$ cat config.mk
export PLATFORM = sky130hd
export DESIGN_NAME = text_whitespace_normalizer
export DESIGN_NICKNAME = d
export VERILOG_FILES = /design/src/design/twn_pkg.sv /design/src/design/text_whitespace_normalizer.sv /design/src/design/twn_front.sv /design/src/design/twn_queue.sv /design/src/design/twn_back.sv
export VERILOG_INCLUDE_DIRS = /design/src /design/src/design
export SDC_FILE = /design/constraint.sdc
export NUM_CORES = 1
export LEC_CHECK = 0
export ABC_AREA = 1
export CELL_PAD_IN_SITES_DETAIL_PLACEMENT = 0
export CELL_PAD_IN_SITES_GLOBAL_PLACEMENT = 1
export CORE_MARGIN = 2
export CORE_UTILIZATION = 40
export CTS_CLUSTER_DIAMETER = 200
export DETAILED_ROUTE_END_ITERATION = 10
export DONT_BUFFER_PORTS = 1
export PLACE_DENSITY = 0.69
export SETUP_SLACK_MARGIN = 0.5
export SLEW_MARGIN = 0
export SYNTH_ARGS = -nofsm -noshare
export SYNTH_HDL_FRONTEND = slang
export SYNTH_HIERARCHICAL = 1
export SYNTH_SLANG_ARGS = --single-unit
$ cat constraint.sdc
create_clock -name clk -period 8.05 [get_ports clk]
set_input_delay 0.4025 -clock clk [delete_from_list [all_inputs] [get_ports clk]]
set_output_delay 0.4025 -clock clk [all_outputs]
set_load 0.02 [all_outputs]
$ cat src/design/text_whitespace_normalizer_macros.svh
// Assertion shorthands shared by the whitespace normaliser RTL.
// No dependencies; included by the files that carry assertions.
`ifndef TEXT_WHITESPACE_NORMALIZER_MACROS_SVH
`define TEXT_WHITESPACE_NORMALIZER_MACROS_SVH
`ifndef SYNTHESIS
// Same-cycle implication, disabled while reset is asserted
`define TWN_ASSERT_IMP(lbl, clk, rst_n, ante, cons) \
	lbl: assert property (@(posedge clk) disable iff (!rst_n) (ante) |-> (cons)) \
		else $error("twn: same-cycle check failed");
// Next-cycle implication, disabled while reset is asserted
`define TWN_ASSERT_NXT(lbl, clk, rst_n, ante, cons) \
	lbl: assert property (@(posedge clk) disable iff (!rst_n) (ante) |=> (cons)) \
		else $error("twn: next-cycle check failed");
`else
`define TWN_ASSERT_IMP(lbl, clk, rst_n, ante, cons)
`define TWN_ASSERT_NXT(lbl, clk, rst_n, ante, cons)
`endif
`endif

$ cat src/design/twn_pkg.sv
// Shared types and constants for the text whitespace normaliser.
// No dependencies; imported by every module of the block.
`default_nettype none

package twn_pkg;

	localparam int unsigned PENDING_DEPTH_DEF = 32;
	localparam int unsigned CNT_W             = 6;
	localparam int unsigned NSP_W             = 5;
	localparam int unsigned CFG_W             = 5;
	localparam int unsigned CFG_IDX_W         = 1;

	localparam logic [7:0] CH_CR  = 8'h0D;
	localparam logic [7:0] CH_LF  = 8'h0A;
	localparam logic [7:0] CH_TAB = 8'h09;
	localparam logic [7:0] CH_SP  = 8'h20;

	localparam logic OP_BYTE = 1'b0;
	localparam logic OP_EOF  = 1'b1;

	localparam logic [CFG_IDX_W-1:0] CFG_EXPAND   = 1'b0;
	localparam logic [CFG_IDX_W-1:0] CFG_TAB_COLS = 1'b1;

	localparam logic [NSP_W-1:0] TAB_COLS_RST  = 5'd4;
	localparam logic [NSP_W-1:0] TAB_COLS_ZERO = 5'd4;

	typedef struct packed {
		logic       op;
		logic [7:0] text_byte;
	} in_t;

	typedef struct packed {
		logic [7:0] out_byte;
		logic       last;
		logic       overflow;
	} out_t;

	typedef enum logic [1:0] {
		CMD_PUSH    = 2'd0,
		CMD_CHAR    = 2'd1,
		CMD_NEWLINE = 2'd2,
		CMD_EOF     = 2'd3
	} cmd_kind_t;

	typedef struct packed {
		cmd_kind_t        kind;
		logic [7:0]       byte_v;
		logic             is_tab;
		logic [NSP_W-1:0] nsp;
	} cmd_t;

endpackage

`default_nettype wire

$ cat src/design/text_whitespace_normalizer.sv
// Text whitespace normaliser top level; depends on twn_pkg, twn_front, twn_queue, twn_back.
// An accepted item is registered in a queue slot, and its first result in the output register.
// The back-end sequencer handles one ordinary byte or space a cycle while the output register can
// take its byte; a byte behind a held run waits while the run is flushed ahead of it, and an
// expanded leading tab yields one space a cycle. Reset (arst_n, async, low) clears control state at
// once; the whitespace hold line, queue slots and output data are not cleared.
`default_nettype none

module text_whitespace_normalizer #(
	parameter int unsigned PENDING_DEPTH = twn_pkg::PENDING_DEPTH_DEF
) (
	input  logic                          clk,
	input  logic                          arst_n,
	// configuration write port
	input  logic                          cfg_we,
	input  logic [twn_pkg::CFG_IDX_W-1:0] cfg_index,
	input  logic [twn_pkg::CFG_W-1:0]     cfg_wdata,
	// input items: text bytes and end of file
	input  logic                          text_valid,
	output logic                          text_ready,
	input  twn_pkg::in_t                  text_item,
	// result items
	output logic                          norm_valid,
	input  logic                          norm_ready,
	output twn_pkg::out_t                 norm_item
);
	import twn_pkg::*;

	// front to queue
	logic cls_valid;
	logic cls_ready;
	cmd_t cls_cmd;

	// queue to back
	logic head_valid;
	logic head_ready;
	cmd_t head_cmd;

	// Classify each accepted item into a command; track CR and indentation state,
	// drop an LF that follows a CR without queueing anything.
	twn_front u_front (
		.clk        (clk),
		.arst_n     (arst_n),
		.cfg_we     (cfg_we),
		.cfg_index  (cfg_index),
		.cfg_wdata  (cfg_wdata),
		.text_valid (text_valid),
		.text_ready (text_ready),
		.text_item  (text_item),
		.cmd_valid  (cls_valid),
		.cmd_ready  (cls_ready),
		.cmd        (cls_cmd)
	);

	// Hold up to two commands so the front keeps taking items while the back
	// works through a flush or a tab expansion.
	twn_queue u_queue (
		.clk        (clk),
		.arst_n     (arst_n),
		.push_valid (cls_valid),
		.push_ready (cls_ready),
		.push_cmd   (cls_cmd),
		.pop_valid  (head_valid),
		.pop_ready  (head_ready),
		.pop_cmd    (head_cmd)
	);

	// Carry out commands: hold whitespace runs, flush them ahead of a visible
	// byte, drop them at line ends, spill the oldest entry on overflow, and
	// add the final LF at end of file. The output register holds a stalled result;
	// commands that must emit then wait, and the front halts once the queue fills.
	twn_back #(
		.PENDING_DEPTH (PENDING_DEPTH)
	) u_back (
		.clk        (clk),
		.arst_n     (arst_n),
		.cmd_valid  (head_valid),
		.cmd_ready  (head_ready),
		.cmd        (head_cmd),
		.norm_valid (norm_valid),
		.norm_ready (norm_ready),
		.norm_item  (norm_item)
	);

endmodule

`default_nettype wire

$ cat src/design/twn_front.sv
// Front end: configuration registers, input acceptance and byte classification.
// Depends on twn_pkg.
`default_nettype none

module twn_front (
	input  logic                         clk,
	input  logic                         arst_n,
	input  logic                         cfg_we,
	input  logic [twn_pkg::CFG_IDX_W-1:0] cfg_index,
	input  logic [twn_pkg::CFG_W-1:0]    cfg_wdata,
	input  logic                         text_valid,
	output logic                         text_ready,
	input  twn_pkg::in_t                 text_item,
	output logic                         cmd_valid,
	input  logic                         cmd_ready,
	output twn_pkg::cmd_t                cmd
);
	import twn_pkg::*;

	logic             expand_q;
	logic [NSP_W-1:0] tab_cols_q;
	logic             cr_seen_q;
	logic             in_indent_q;
	logic             accept;
	logic             is_eof;
	logic             swallow;

	assign is_eof     = text_item.op == OP_EOF;
	// LF straight after CR: its LF has already gone out
	assign swallow    = !is_eof && (text_item.text_byte == CH_LF) && cr_seen_q;
	assign text_ready = cmd_ready;
	assign cmd_valid  = text_valid && !swallow;
	assign accept     = text_valid && text_ready;

	always_comb begin
		cmd.kind   = CMD_CHAR;
		cmd.byte_v = text_item.text_byte;
		cmd.is_tab = 1'b0;
		cmd.nsp    = 5'd1;
		if (is_eof) begin
			cmd.kind = CMD_EOF;
		end else begin
			case (text_item.text_byte)
				CH_LF, CH_CR: begin
					cmd.kind = CMD_NEWLINE;
				end
				CH_SP: begin
					cmd.kind = CMD_PUSH;
				end
				CH_TAB: begin
					cmd.kind = CMD_PUSH;
					if (in_indent_q && expand_q) begin
						cmd.nsp = (tab_cols_q == '0) ? TAB_COLS_ZERO : tab_cols_q;
					end else begin
						cmd.is_tab = 1'b1;
					end
				end
				default: begin
					cmd.kind = CMD_CHAR;
				end
			endcase
		end
	end

	always_ff @(posedge clk or negedge arst_n) begin
		if (!arst_n) begin
			expand_q   <= 1'b0;
			tab_cols_q <= TAB_COLS_RST;
		end else if (cfg_we) begin
			case (cfg_index)
				CFG_EXPAND:   expand_q   <= cfg_wdata[0];
				CFG_TAB_COLS: tab_cols_q <= cfg_wdata;
				default:      ;
			endcase
		end
	end

	always_ff @(posedge clk or negedge arst_n) begin
		if (!arst_n) begin
			cr_seen_q   <= 1'b0;
			in_indent_q <= 1'b1;
		end else if (accept) begin
			if (is_eof) begin
				cr_seen_q   <= 1'b0;
				in_indent_q <= 1'b1;
			end else begin
				cr_seen_q <= text_item.text_byte == CH_CR;
				if (text_item.text_byte == CH_LF || text_item.text_byte == CH_CR) begin
					in_indent_q <= 1'b1;
				end else if (text_item.text_byte != CH_SP && text_item.text_byte != CH_TAB) begin
					in_indent_q <= 1'b0;
				end
			end
		end
	end

endmodule

`default_nettype wire

$ cat src/design/twn_queue.sv
// Two-entry command queue between the front and back ends.
// Depends on twn_pkg.
`default_nettype none

module twn_queue (
	input  logic          clk,
	input  logic          arst_n,
	input  logic          push_valid,
	output logic          push_ready,
	input  twn_pkg::cmd_t push_cmd,
	output logic          pop_valid,
	input  logic          pop_ready,
	output twn_pkg::cmd_t pop_cmd
);
	import twn_pkg::*;

	cmd_t       slot_q [2];
	logic       wr_ptr_q;
	logic       rd_ptr_q;
	logic [1:0] fill_q;
	logic       do_push;
	logic       do_pop;

	assign push_ready = fill_q != 2'd2;
	assign pop_valid  = fill_q != 2'd0;
	assign pop_cmd    = slot_q[rd_ptr_q];
	assign do_push    = push_valid && push_ready;
	assign do_pop     = pop_valid && pop_ready;

	always_ff @(posedge clk) begin
		if (do_push) begin
			slot_q[wr_ptr_q] <= push_cmd;
		end
	end

	always_ff @(posedge clk or negedge arst_n) begin
		if (!arst_n) begin
			wr_ptr_q <= 1'b0;
			rd_ptr_q <= 1'b0;
			fill_q   <= 2'd0;
		end else begin
			if (do_push) wr_ptr_q <= !wr_ptr_q;
			if (do_pop)  rd_ptr_q <= !rd_ptr_q;
			case ({do_push, do_pop})
				2'b10:   fill_q <= fill_q + 2'd1;
				2'b01:   fill_q <= fill_q - 2'd1;
				default: fill_q <= fill_q;
			endcase
		end
	end

endmodule

`default_nettype wire

$ cat src/design/twn_back.sv
// Back end: whitespace hold line, command sequencer and output register.
// Depends on twn_pkg and text_whitespace_normalizer_macros.svh.
`default_nettype none
`include "text_whitespace_normalizer_macros.svh"

module twn_back #(
	parameter int unsigned PENDING_DEPTH = twn_pkg::PENDING_DEPTH_DEF
) (
	input  logic          clk,
	input  logic          arst_n,
	input  logic          cmd_valid,
	output logic          cmd_ready,
	input  twn_pkg::cmd_t cmd,
	output logic          norm_valid,
	input  logic          norm_ready,
	output twn_pkg::out_t norm_item
);
	import twn_pkg::*;

	localparam int unsigned        IDX_W     = $clog2(PENDING_DEPTH);
	localparam logic [CNT_W-1:0]   DEPTH_CNT = CNT_W'(PENDING_DEPTH);
	localparam logic [IDX_W-1:0]   TOP_IDX   = IDX_W'(PENDING_DEPTH - 1);

	logic [PENDING_DEPTH-1:0] pend_q;
	logic [PENDING_DEPTH-1:0] pend_d;
	logic [CNT_W-1:0]         cnt_q;
	logic [CNT_W-1:0]         cnt_d;
	logic [NSP_W-1:0]         step_q;
	logic                     emitted_q;
	logic                     last_nl_q;
	logic                     out_valid_q;
	out_t                     out_q;

	logic             can_emit;
	logic             full;
	logic             need_lf;
	logic             last_push;
	logic             emit;
	logic [7:0]       emit_byte;
	logic             emit_last;
	logic             emit_ovf;
	logic             pop;
	logic             step_inc;
	logic             shift;
	logic             wr;
	logic [IDX_W-1:0] wr_idx;
	logic             clear;
	logic [7:0]       head_ws;

	assign can_emit  = !out_valid_q || norm_ready;
	assign full      = cnt_q == DEPTH_CNT;
	assign need_lf   = emitted_q && !last_nl_q;
	assign last_push = step_q == (cmd.nsp - 5'd1);
	assign head_ws   = pend_q[0] ? CH_TAB : CH_SP;
	assign wr_idx    = full ? TOP_IDX : cnt_q[IDX_W-1:0];

	always_comb begin
		emit      = 1'b0;
		emit_byte = CH_LF;
		emit_last = 1'b0;
		emit_ovf  = 1'b0;
		pop       = 1'b0;
		step_inc  = 1'b0;
		shift     = 1'b0;
		wr        = 1'b0;
		clear     = 1'b0;
		cnt_d     = cnt_q;
		if (cmd_valid) begin
			case (cmd.kind)
				CMD_PUSH: begin
					// one push a cycle unless a full line must wait for the output; a full line spills its oldest entry
					if (!full || can_emit) begin
						wr = 1'b1;
						if (full) begin
							emit      = 1'b1;
							emit_byte = head_ws;
							emit_ovf  = 1'b1;
							emit_last = last_push;
							shift     = 1'b1;
						end else begin
							cnt_d = cnt_q + 6'd1;
						end
						if (last_push) pop = 1'b1;
						else           step_inc = 1'b1;
					end
				end
				CMD_CHAR: begin
					if (can_emit) begin
						emit = 1'b1;
						if (cnt_q != '0) begin
							emit_byte = head_ws;
							shift     = 1'b1;
							cnt_d     = cnt_q - 6'd1;
						end else begin
							emit_byte = cmd.byte_v;
							emit_last = 1'b1;
							pop       = 1'b1;
						end
					end
				end
				CMD_NEWLINE: begin
					if (can_emit) begin
						emit      = 1'b1;
						emit_last = 1'b1;
						cnt_d     = '0;
						pop       = 1'b1;
					end
				end
				CMD_EOF: begin
					if (!need_lf || can_emit) begin
						emit      = need_lf;
						emit_last = 1'b1;
						cnt_d     = '0;
						clear     = 1'b1;
						pop       = 1'b1;
					end
				end
				default: ;
			endcase
		end
	end

	always_comb begin
		pend_d = shift ? (pend_q >> 1) : pend_q;
		if (wr) pend_d[wr_idx] = cmd.is_tab;
	end

	assign cmd_ready  = pop;
	assign norm_valid = out_valid_q;
	assign norm_item  = out_q;

	always_ff @(posedge clk) begin
		pend_q <= pend_d;
		if (emit) begin
			out_q.out_byte <= emit_byte;
			out_q.last     <= emit_last;
			out_q.overflow <= emit_ovf;
		end
	end

	always_ff @(posedge clk or negedge arst_n) begin
		if (!arst_n) begin
			cnt_q       <= '0;
			step_q      <= '0;
			emitted_q   <= 1'b0;
			last_nl_q   <= 1'b0;
			out_valid_q <= 1'b0;
		end else begin
			cnt_q <= cnt_d;
			if (pop)           step_q <= '0;
			else if (step_inc) step_q <= step_q + 5'd1;
			// end of file wins over the final LF it may emit
			if (clear) begin
				emitted_q <= 1'b0;
				last_nl_q <= 1'b0;
			end else if (emit) begin
				emitted_q <= 1'b1;
				last_nl_q <= emit_byte == CH_LF;
			end
			if (emit)            out_valid_q <= 1'b1;
			else if (norm_ready) out_valid_q <= 1'b0;
		end
	end

	`TWN_ASSERT_IMP(a_cnt_bound, clk, arst_n, 1'b1, cnt_q <= DEPTH_CNT)
	`TWN_ASSERT_IMP(a_ovf_full, clk, arst_n, emit && emit_ovf, full && cmd.kind == CMD_PUSH)
	`TWN_ASSERT_NXT(a_eof_clear, clk, arst_n, pop && cmd.kind == CMD_EOF, cnt_q == '0 && !emitted_q && !last_nl_q)
	`TWN_ASSERT_NXT(a_nl_mark, clk, arst_n, pop && cmd.kind == CMD_NEWLINE, last_nl_q && cnt_q == '0)

endmodule

`default_nettype wire

==> results of run 1 <==
[registers in the layout (all words and copies together) (netlist names)]
register	count
u_front/in_indent_q	1
u_queue/fill_q	2
u_back/step_q	5
u_back/emitted_q	1
u_back/norm_item	10
u_queue/slot_q	32
u_queue/rd_ptr_q	1
u_back/pend_q	32
u_front/tab_cols_q	5
u_back/cnt_q	6
u_front/expand_q	1
u_front/cr_seen_q	1
u_queue/wr_ptr_q	1
u_back/norm_valid	1
u_back/last_nl_q	1
[worst min-delay path by stage]
stage / from / to / slack [ns]
floorplan: arst_n / u_back/cnt_q[0]$_DFFE_PN0P_ / 0.11
global placement: arst_n / u_front/tab_cols_q[3]$_DFFE_PN0P_ / 0.11
detailed placement: arst_n / u_front/tab_cols_q[1]$_DFFE_PN0P_ / 0.11
CTS: cfg_we / u_front/expand_q$_DFFE_PN0P_ / 0.13
global route: text_item[6] / u_queue/slot_q[1][12]$_DFFE_PP_ / 0.13
finish: cfg_we / u_front/expand_q$_DFFE_PN0P_ / 0.14
[worst register-to-register path, stage by stage, from the launching register on]
cell and delay [ns]:
dfrtp_1 0.72, inv_6 0.14, nand2_1 0.09, nand2_1 0.08
inv_1 0.09, ha_1 0.43, inv_1 0.17, nor2_4 0.21
o21ai_1 0.07, o21ai_1 0.12, nand2_1 0.19, o21ai_0 0.20
nand2_1 0.13, inv_1 0.08, ha_1 0.24, inv_1 0.08
nand3_1 0.07, nand2_1 0.06, nand2_1 0.04
[metrics by stage]
step	setup WS, ns	instance area, µm²
floorplan	5.44	5440
global placement	4.86	5470
detailed placement	4.71	5470
CTS	4.71	5790
global route	4.24	5790
finish	4.71	5790
[synth_stat cells, drive strengths merged]
master / n / area share, %
o21ai: 48 / 4.7
nand3b: 2 / 0.28
or2: 1 / 0.12
o31ai: 1 / 0.14
dfrtp: 24 / 11
a31oi: 12 / 1.4
o21bai: 1 / 0.14
nand3: 34 / 4.0
o22a: 1 / 0.16
fa: 1 / 0.37
buf: 23 / 3.6
nor3: 11 / 1.1
ha: 11 / 2.5
nand4: 12 / 1.4
dfstp: 2 / 0.97
dfxtp: 32 / 12
nor2: 62 / 5.8
xnor2: 5 / 0.80
mux2: 1 / 0.21
o211ai: 10 / 1.4
inv: 76 / 5.4
o22ai: 6 / 0.80
a21oi: 18 / 1.9
xor2: 7 / 1.1
edfxtp: 42 / 23
clkbuf: 2 / 0.14
nand2: 202 / 16
[report_power, final]
part / switching [mW] / leakage [nW] / internal (mW)
Combinational: 0.707 / 1.45 / 0.354
Clock: 0.194 / 0.137 / 0.239
Sequential: 0.158 / 0.974 / 0.748
[kinds of logic after synthesis]
group / share of synthesized area (%)
adders and majority gates: 2.90
and+or+nand+nor: 28.3
DFF: 46.9
xor gates and xnor gates: 1.93
muxes: 0.207
AOI/OAI and AO/OA: 10.6
buffers and inverters: 9.13
[cell type report]
| type | instances | area (µm²) |
|---|---|---|
| clock buffers | 9 | 225 |
| clock inverters | 7 | 67.6 |
| fillers | 1341 | 7450 |
| inverters | 76 | 295 |
| multi-input cells | 446 | 2390 |
| flip-flops and latches | 100 | 2550 |
| well taps | 176 | 220 |
| repair buffers | 3 | 37.5 |
[layer usage]
layer | GRT usage [%] | wire [µm]
met1 | 22.2 | 5530
met2 | 27.5 | 5350
met3 | 3.87 | 425
met4 | 5.74 | 204
met5 | 0 | 0
==> results.yml, run 1 <==
run_status:
  status: "complete, no violations"
detailed_routing:
  ant_nets: 0
  drt_iter0_drc: 221
  wire_per_inst_um: 14.1
  wl_mm: 11.5
  drt_pass1_iterations: 5
  vias: 4113
  avgViaCountPerCell: 5.03
  drcViolationCount: 0
place:
  gp_congestion: 0.795
  place_hpwl_mm: 8.06
  io_buffers: 0
  dp.cells: 799
timing:
  hold_viol: 0
  slew_headroom_pct: 50.0
  setup_viol: 0
  worst_slew_pin_slew_ns: 0.750
  finalMaxSlewViolations: 0
  post-route-period-util_pct: 41.4
  holdWs_ns: 0.142
  fmax_ghz: 0.300
  fin_tns_setup_ns: 0
  period_needed_ns: 3.34
  fin_worst_skew_ns: 0.00570
  rsz0062_at_grt: "false"
final_layout:
  syn2layout_area_growth_pct: 6.41
  mostFrequentLayoutCell: "nand2_1"
  fin_util_pct: 43.7
  finalNetCount: 668
  fin_cells: 817
  layout_common_cells: "183 x nand2_1, 68 x inv_1, 48 x nor2_1"
  drive_gt1_share_pct: 11.2
  num_antenna_cells: 0
clocking:
  post_cts_buffers: 0
  clkTransAtPathRegs_ns: 0.07
  postCtsHoldBufs: 2
  cts_tree: "yes"
  cts_buffer_depth: 2
  post_cts_resize_count: 0
  ctsHtreeMaxLevel: 3
  cts_made_buffers: 9
  root_buffer: "clkbuf_16"
  clkLatencyLatePin_ns: 0.35
  clock_sinks: 100
grt:
  grtUsageTotal_pct: 16.9
  globalRoute.totalOverflow: 0
  first_global_vias: 3933
  grt_pass1_wl_mm: 19.3
  grt_max_degree: 47
  antenna_found_initial: 0
setup_path:
  cp_max_fo: 18
  ff2ff_setup_slack_ns: 4.71
  path_buf_inv: 5
  crit_path_end_kind: "flip-flop"
  worst_setup_path_start_kind: "flip-flop"
  cp_top_family: "simple AND/OR/NAND/NOR gates"
  crit_end: "u_queue/fill_q[1]$_DFFE_PN0P_"
  max_stage_delay_ns: 0.72
  critPathSlowestCell: "dfrtp_1"
  worst-setup-path-type: "flip-flop to flip-flop"
  cp_cell_sequence: "inv_6 > nand2_1 > nand2_1 > inv_1 > ha_1 > inv_1 > nor2_4 > o21ai_1 > o21ai_1 > nand2_1 > o21ai_0 > nand2_1 > inv_1 > ha_1 > inv_1 > nand3_1 > nand2_1 > nand2_1"
  critPathLaunch: "u_queue/rd_ptr_q$_DFFE_PN0P_"
  rr_endpoint: "u_queue/fill_q[1]$_DFFE_PN0P_"
  reg2reg_depth: 18
  worst-path-stages: 18
  worstPathRequired_ns: 8.30
  reg2reg_from: "u_queue/rd_ptr_q$_DFFE_PN0P_"
  worstPathArrival_ns: 3.58
  path_common_cell: "nand2_1"
power_and_ir_drop:
  p_leak_nw: 2.56
  vdd_drop_max_mv: 0.186
  power.total_mw: 2.40
  p_per_area_nw_per_um2: 414
yosys:
  synth_area_per_cell_um2: 8.41
  syn-cell-area_um2: 5440
  ys_warn_count: 6
  yosysSeqAreaShare_pct: 46.9
  syn-num-nets: 679
  synth_cells: 647
  ys_types: 45
  yosys_register_bits: 100
die:
  core_area_um2: 13200
  ios: 32
  start_util_pct: 41.1
  die_h_um: 121
  die-area_um2: 14600
  die_x_um: 121
  rows: 42
min_path:
  min-delay-path-class: "primary input to flip-flop"
  whs_path_depth: 1
job:
  drv_cap: 0
Note: power is estimated with default switching activity, not from simulation.
==> run 2, diff against run 1 <==
--- a/config.mk
+++ b/config.mk
@@ -14,7 +14,7 @@
 export CTS_CLUSTER_DIAMETER = 200
 export DETAILED_ROUTE_END_ITERATION = 10
 export DONT_BUFFER_PORTS = 1
-export PLACE_DENSITY = 0.69
+export PLACE_DENSITY = 0.71
 export SETUP_SLACK_MARGIN = 0.5
 export SLEW_MARGIN = 0
 export SYNTH_ARGS = -nofsm -noshare
==> constraint.sdc (replaced) <==
create_clock -name clk -period 2.93 [get_ports clk]
set_input_delay 0.1465 -clock clk [delete_from_list [all_inputs] [get_ports clk]]
set_output_delay 0.1465 -clock clk [all_outputs]
set_load 0.02 [all_outputs]
==> results.yml, run 2 (same netlist as run 1, synthesis figures left out) <==
run_status:
  status: "complete, no violations"
setup_path:
  cp_cell_sequence: "buf_6 > nand2_1 > nand2_1 > inv_2 > ha_4 > buf_4 > fa_1 > a21oi_1 > o21ai_0 > xor2_1 > nand2_1 > o21ai_0"
  reg2reg_from: "u_queue/rd_ptr_q$_DFFE_PN0P_"
  worst_setup_path_start_kind: "flip-flop"
  worst-setup-path-type: "flip-flop to flip-flop"
  critPathLaunch: "u_queue/rd_ptr_q$_DFFE_PN0P_"
  cp_top_family: "adder cells"
  max_stage_delay_ns: 0.44
  worstPathArrival_ns: 2.53
  critPathSlowestCell: "dfrtp_2"
  path_common_cell: "nand2_1"
  worstPathRequired_ns: 3.16
  cp_max_fo: 10
  path_buf_inv: 3
  crit_path_end_kind: "flip-flop"
final_layout:
  multiInputGateArea_um2: 2520
  seqCellArea_um2: 2560
  layout_common_cells: "177 x nand2_1, 60 x inv_1, 45 x nor2_1"
  num_antenna_cells: 0
  syn2layout_area_growth_pct: 14.2
  fin_area_um2: 6220
  mostFrequentLayoutCell: "nand2_1"
  finalNetCount: 703
  drive_gt1_share_pct: 18.2
  nFillCells: 1312
power_and_ir_drop:
  p_per_area_nw_per_um2: 1130
  p_sw_share_pct: 44.2
  power_frac_comb_pct: 48.7
  seqPwrFrac_pct: 35.3
  power.total_mw: 7.01
  switching_power_mw: 3.10
  p_clk_share_pct: 16.0
  intPower_mw: 3.91
  p_leak_nw: 2.72
  vdd_drop_max_mv: 0.374
timing:
  worst_slew_pin_slew_ns: 0.708
  period_needed_ns: 2.30
  hold_viol: 0
  fmax_ghz: 0.434
  fin_tns_setup_ns: 0
  slew_headroom_pct: 52.5
  rsz0062_at_grt: "true"
  post-route-period-util_pct: 78.6
  fin_worst_skew_ns: 0.00723
  holdWs_ns: 0.0249
  setup_viol: 0
  finalMaxSlewViolations: 0
grt:
  grt_max_degree: 47
  first_global_vias: 4127
  grt_pass1_wl_mm: 20.0
  antenna_found_initial: 0
  grtUsageTotal_pct: 17.3
  globalRoute.totalOverflow: 0
place:
  place_hpwl_mm: 8.38
  gp_congestion: 0.826
  io_buffers: 0
  dpl_cell_area_um2: 5570
clocking:
  cts_buffer_depth: 2
  clkTransAtPathRegs_ns: 0.07
  clkLatencyLatePin_ns: 0.35
  ctsHtreeMaxLevel: 3
  cts_made_buffers: 9
  cts_tree: "yes"
  clock_sinks: 100
  root_buffer: "clkbuf_16"
detailed_routing:
  avgViaCountPerCell: 4.98
  met3_length_um: 351
  route.met2.wl_mm: 5.89
  top_layer: "met4"
  wl_mm: 12.0
  wire_per_inst_um: 14.1
  drcViolationCount: 0
  wl_met1_mm: 5.57
  drt_pass1_iterations: 5
  vias: 4247
  ant_nets: 0
  drt_iter0_drc: 335
die:
  die-area_um2: 14600
  die_x_um: 121
  start_util_pct: 41.1
  die_h_um: 121
  ios: 32
  rows: 42
  core_area_um2: 13200
job:
  drv_cap: 0
min_path:
  worstHoldStart: "text_valid"
  min-delay-path-class: "primary input to flip-flop"
## run 2: worst min-delay path, delay by kind of cell
kind               cells  cell delay, ns
AOI/OAI and AO/OA      1            0.07
and+or+nand+nor        2            0.12
## run 2: routing by layer
layer  track usage, %  up-vias
met5                0        -
met1             22.6     1995
li1                 -     2167
met2             28.4       69
met3             3.25       16
met4             6.83        0
## run 2: path summary, 6_finish.rpt
| check | cells after the start | end | slack (ns) |
|---|---|---|---|
| setup / recovery | 12 | u_back/cnt_q[4]$_DFFE_PN0P_ | 0.63 |
| hold / removal | 3 | u_front/cr_seen_q$_DFFE_PN0P_ | 0.02 |
| setup reg to reg | 12 | u_back/cnt_q[4]$_DFFE_PN0P_ | 0.63 |
| hold reg to reg | 2 | u_back/pend_q[16]$_DFF_P_ | 0.47 |
| max in group asynchronous | 2 | u_front/in_indent_q$_DFFE_PN1P_ | 2.43 |
| min in group asynchronous | 2 | u_back/last_nl_q$_DFFE_PN0P_ | 0.27 |
## run 2: final cells by class
| cell class | count | share of cell area (%) |
|---|---|---|
| Tap cell | 176 | 3.54 |
| Sequential cell | 100 | 41.1 |
| Timing Repair Buffer | 38 | 5.60 |
| Clock buffer | 11 | 3.76 |
| Inverter | 76 | 4.79 |
| Multi-Input combinational cell | 446 | 40.6 |
| Clock inverter | 5 | 0.604 |
## run 2: through the flow
stage                     util [%]  std cells  setup slack (ns)
after floorplan                  -        647             0.502
after global placement        42.1        808             0.345
after detailed placement      42.1        808             0.267
after CTS                     45.7        844             0.504
after global routing          46.9        852             0.429
final                         46.9        852             0.628
## run 2: repair_timing
item / 4_1_cts / 5_1_grt
pin swaps: 1 / 9
setup endpoints to repair: 22 / 21
endpoints found under the hold margin: 50 / 0
setup buffers: 2 / 8
resized for setup: 5 / 28
hold buffers: 18 / 0
## run 2: power by group through the flow
stage	combinational (mW)	clock, mW	sequential [mW]
final	3.41	1.12	2.48
after global routing	3.87	1.20	2.53
after detailed placement	3.06	0	2.51
after floorplan	2.54	0	2.40
after global placement	2.97	0	2.50
after CTS	3.16	1.15	2.47
==> run 3, diff against run 2 <==
==> constraint.sdc (replaced) <==
create_clock -name clk -period 2.1 [get_ports clk]
set_input_delay 0.105 -clock clk [delete_from_list [all_inputs] [get_ports clk]]
set_output_delay 0.105 -clock clk [all_outputs]
set_load 0.02 [all_outputs]
==> results.yml, run 3 (same netlist as run 1, synthesis figures left out) <==
run_status:
  status: "complete, but fails checks"
  violations: "negative setup slack"
grt:
  first_global_vias: 4708
  globalRoute.totalOverflow: 0
  antenna_found_initial: 0
  grt_max_degree: 27
  grt_pass1_wl_mm: 22.7
  grtUsageTotal_pct: 20.1
final_layout:
  mostFrequentLayoutCell: "nand2_1"
  layout_common_cells: "154 x nand2_1, 55 x inv_1, 53 x buf_4"
  num_antenna_cells: 0
  drive_gt1_share_pct: 34.1
  finalNetCount: 786
  syn2layout_area_growth_pct: 39.4
timing:
  worst_slew_pin_slew_ns: 0.669
  hold_viol: 0
  fin_worst_skew_ns: 0.00628
  rsz0062_at_grt: "true"
  period_needed_ns: 2.27
  setup_viol: 49
  holdWs_ns: 0.0180
  post-route-period-util_pct: 108
  fmax_ghz: 0.441
  slew_headroom_pct: 55.4
  setup_ws_ns: -0.167
  finalMaxSlewViolations: 0
power_and_ir_drop:
  intPower_mw: 7.39
  seqPwrFrac_pct: 26.8
  power_frac_comb_pct: 59.2
  p_per_area_nw_per_um2: 1680
  switching_power_mw: 5.36
  vdd_drop_max_mv: 0.631
  p_sw_share_pct: 42.1
  p_clk_share_pct: 14.1
  p_leak_nw: 3.33
setup_path:
  worstPathRequired_ns: 2.33
  cp_max_fo: 7
  max_stage_delay_ns: 0.46
  path_common_cell: "buf_6"
  crit_path_end_kind: "flip-flop"
  worst_setup_path_start_kind: "flip-flop"
  worstPathArrival_ns: 2.49
  critPathSlowestCell: "dfrtp_2"
  ff2ff_setup_slack_ns: -0.17
  rr_endpoint: "u_back/pend_q[14]$_DFF_P_"
  cp_top_family: "buffers and inverters"
  critPathLaunch: "u_queue/rd_ptr_q$_DFFE_PN0P_"
  reg2reg_from: "u_queue/rd_ptr_q$_DFFE_PN0P_"
  reg2reg_depth: 14
  path_buf_inv: 7
  worst-setup-path-type: "flip-flop to flip-flop"
  cp_cell_sequence: "buf_4 > buf_6 > nand2_2 > nand2_4 > inv_4 > ha_4 > inv_4 > buf_6 > nor2_4 > nand3_4 > buf_6 > buf_16 > nand3_1 > a31oi_1"
clocking:
  clock_sinks: 100
  clkTransAtPathRegs_ns: 0.07
  cts_tree: "yes"
  cts_made_buffers: 9
  root_buffer: "clkbuf_16"
  ctsHtreeMaxLevel: 3
  cts_buffer_depth: 2
  clkLatencyLatePin_ns: 0.35
detailed_routing:
  drcViolationCount: 0
  ant_nets: 0
  vias: 4644
  drt_iter0_drc: 346
  wire_per_inst_um: 15.1
  drt_pass1_iterations: 7
  avgViaCountPerCell: 4.97
  wl_mm: 14.1
place:
  place_ws_ns: -0.246
  io_buffers: 0
  place_hpwl_mm: 8.67
  gp_congestion: 0.873
die:
  die_x_um: 121
  die_h_um: 121
  core_area_um2: 13200
  die-area_um2: 14600
  ios: 32
  start_util_pct: 41.1
  rows: 42
min_path:
  worstHoldStart: "cfg_index"
  holdPathEnd: "u_front/tab_cols_q[0]$_DFFE_PN0P_"
  min-delay-path-class: "primary input to flip-flop"
  whs_path_depth: 2
job:
  drv_cap: 0
run 3: cell count changes in the layout (fill, tap and decap cells not counted), moves of 6 or more:
cell	change
nand2_1	-23
buf_6	+22
buf_12	+10
nand2_8	+6
buf_4	+35
nand2_2	+16
nand2_4	+8
o21ai_0	-11
run 3: worst max-delay path by stage:
| stage | depth (start not counted) | to | slack (ns) |
|---|---|---|---|
| global route | 17 | u_queue/fill_q[1]$_DFFE_PN0P_ | -0.27 |
| global placement | 14 | u_back/pend_q[10]$_DFF_P_ | -0.19 |
| CTS | 17 | u_queue/fill_q[1]$_DFFE_PN0P_ | -0.18 |
| detailed placement | 16 | u_queue/fill_q[1]$_DFFE_PN0P_ | -0.25 |
| floorplan | 18 | u_queue/fill_q[1]$_DFFE_PN0P_ | -0.25 |
| finish | 14 | u_back/pend_q[14]$_DFF_P_ | -0.17 |
run 3: power by group through the flow:
stage	logic (mW)	registers (mW)	clock network, mW
2_1_floorplan	3.79	3.35	0
3_3_place_gp	5.28	3.40	0
3_5_place_dp	5.37	3.42	0
4_1_cts	7.06	3.40	1.85
5_1_grt	8.18	3.49	1.91
6_report	7.54	3.41	1.80
run 3: worst reg2reg max path, stage by stage, from the launching register on:
cell     delay (ns)
dfrtp_2        0.46
buf_4          0.16
buf_6          0.11
nand2_2        0.07
nand2_4        0.06
inv_4          0.07
ha_4           0.16
inv_4          0.05
buf_6          0.11
nor2_4         0.11
nand3_4        0.23
buf_6          0.22
buf_16         0.13
nand3_1        0.10
a31oi_1        0.11
run 3: cell type report:
type / instances / area, µm²
Fill cell: 1185 / 5660
Multi-Input combinational cell: 453 / 2950
Timing Repair Buffer: 114 / 1220
Sequential cell: 100 / 2560
Clock inverter: 6 / 88.8
Clock buffer: 10 / 229
Tap cell: 176 / 220
Inverter: 76 / 315
run 3: routing by layer:
layer  global-route usage [%]  wire length, µm  vias to the layer above
met2                     35.3             7330                      105
li1                         -                -                     2331
met5                        0                0                        -
met3                     4.86              560                       26
met4                     8.43              395                        0
met1                     23.4             5850                     2182
run 3: timing repair:
| item | in CTS | in global routing |
|---|---|---|
| pin swaps | 42 | 28 |
| cloned | 11 | 0 |
| hold buffers | 22 | 0 |
| hold endpoints to repair | 54 | 0 |
| endpoints found under the setup margin | 69 | 85 |
| gates resized for setup | 102 | 41 |
| setup buffers | 22 | 5 |
run 3: per-stage QoR:
stage / setup TNS [ns] / total power, mW / instances / area (µm²) / util [%]
final: -4.58 / 12.8 / 935 / 7590 / 57.3
after global routing: -9.17 / 13.6 / 935 / 7590 / 57.3
after CTS: -3.73 / 12.3 / 930 / 7400 / 55.9
after detailed placement: -5.11 / 8.79 / 859 / 6070 / 45.8
after global placement: -3.53 / 8.68 / 859 / 6070 / 45.8
after floorplan: -0.421 / 7.14 / 647 / 5570 / -
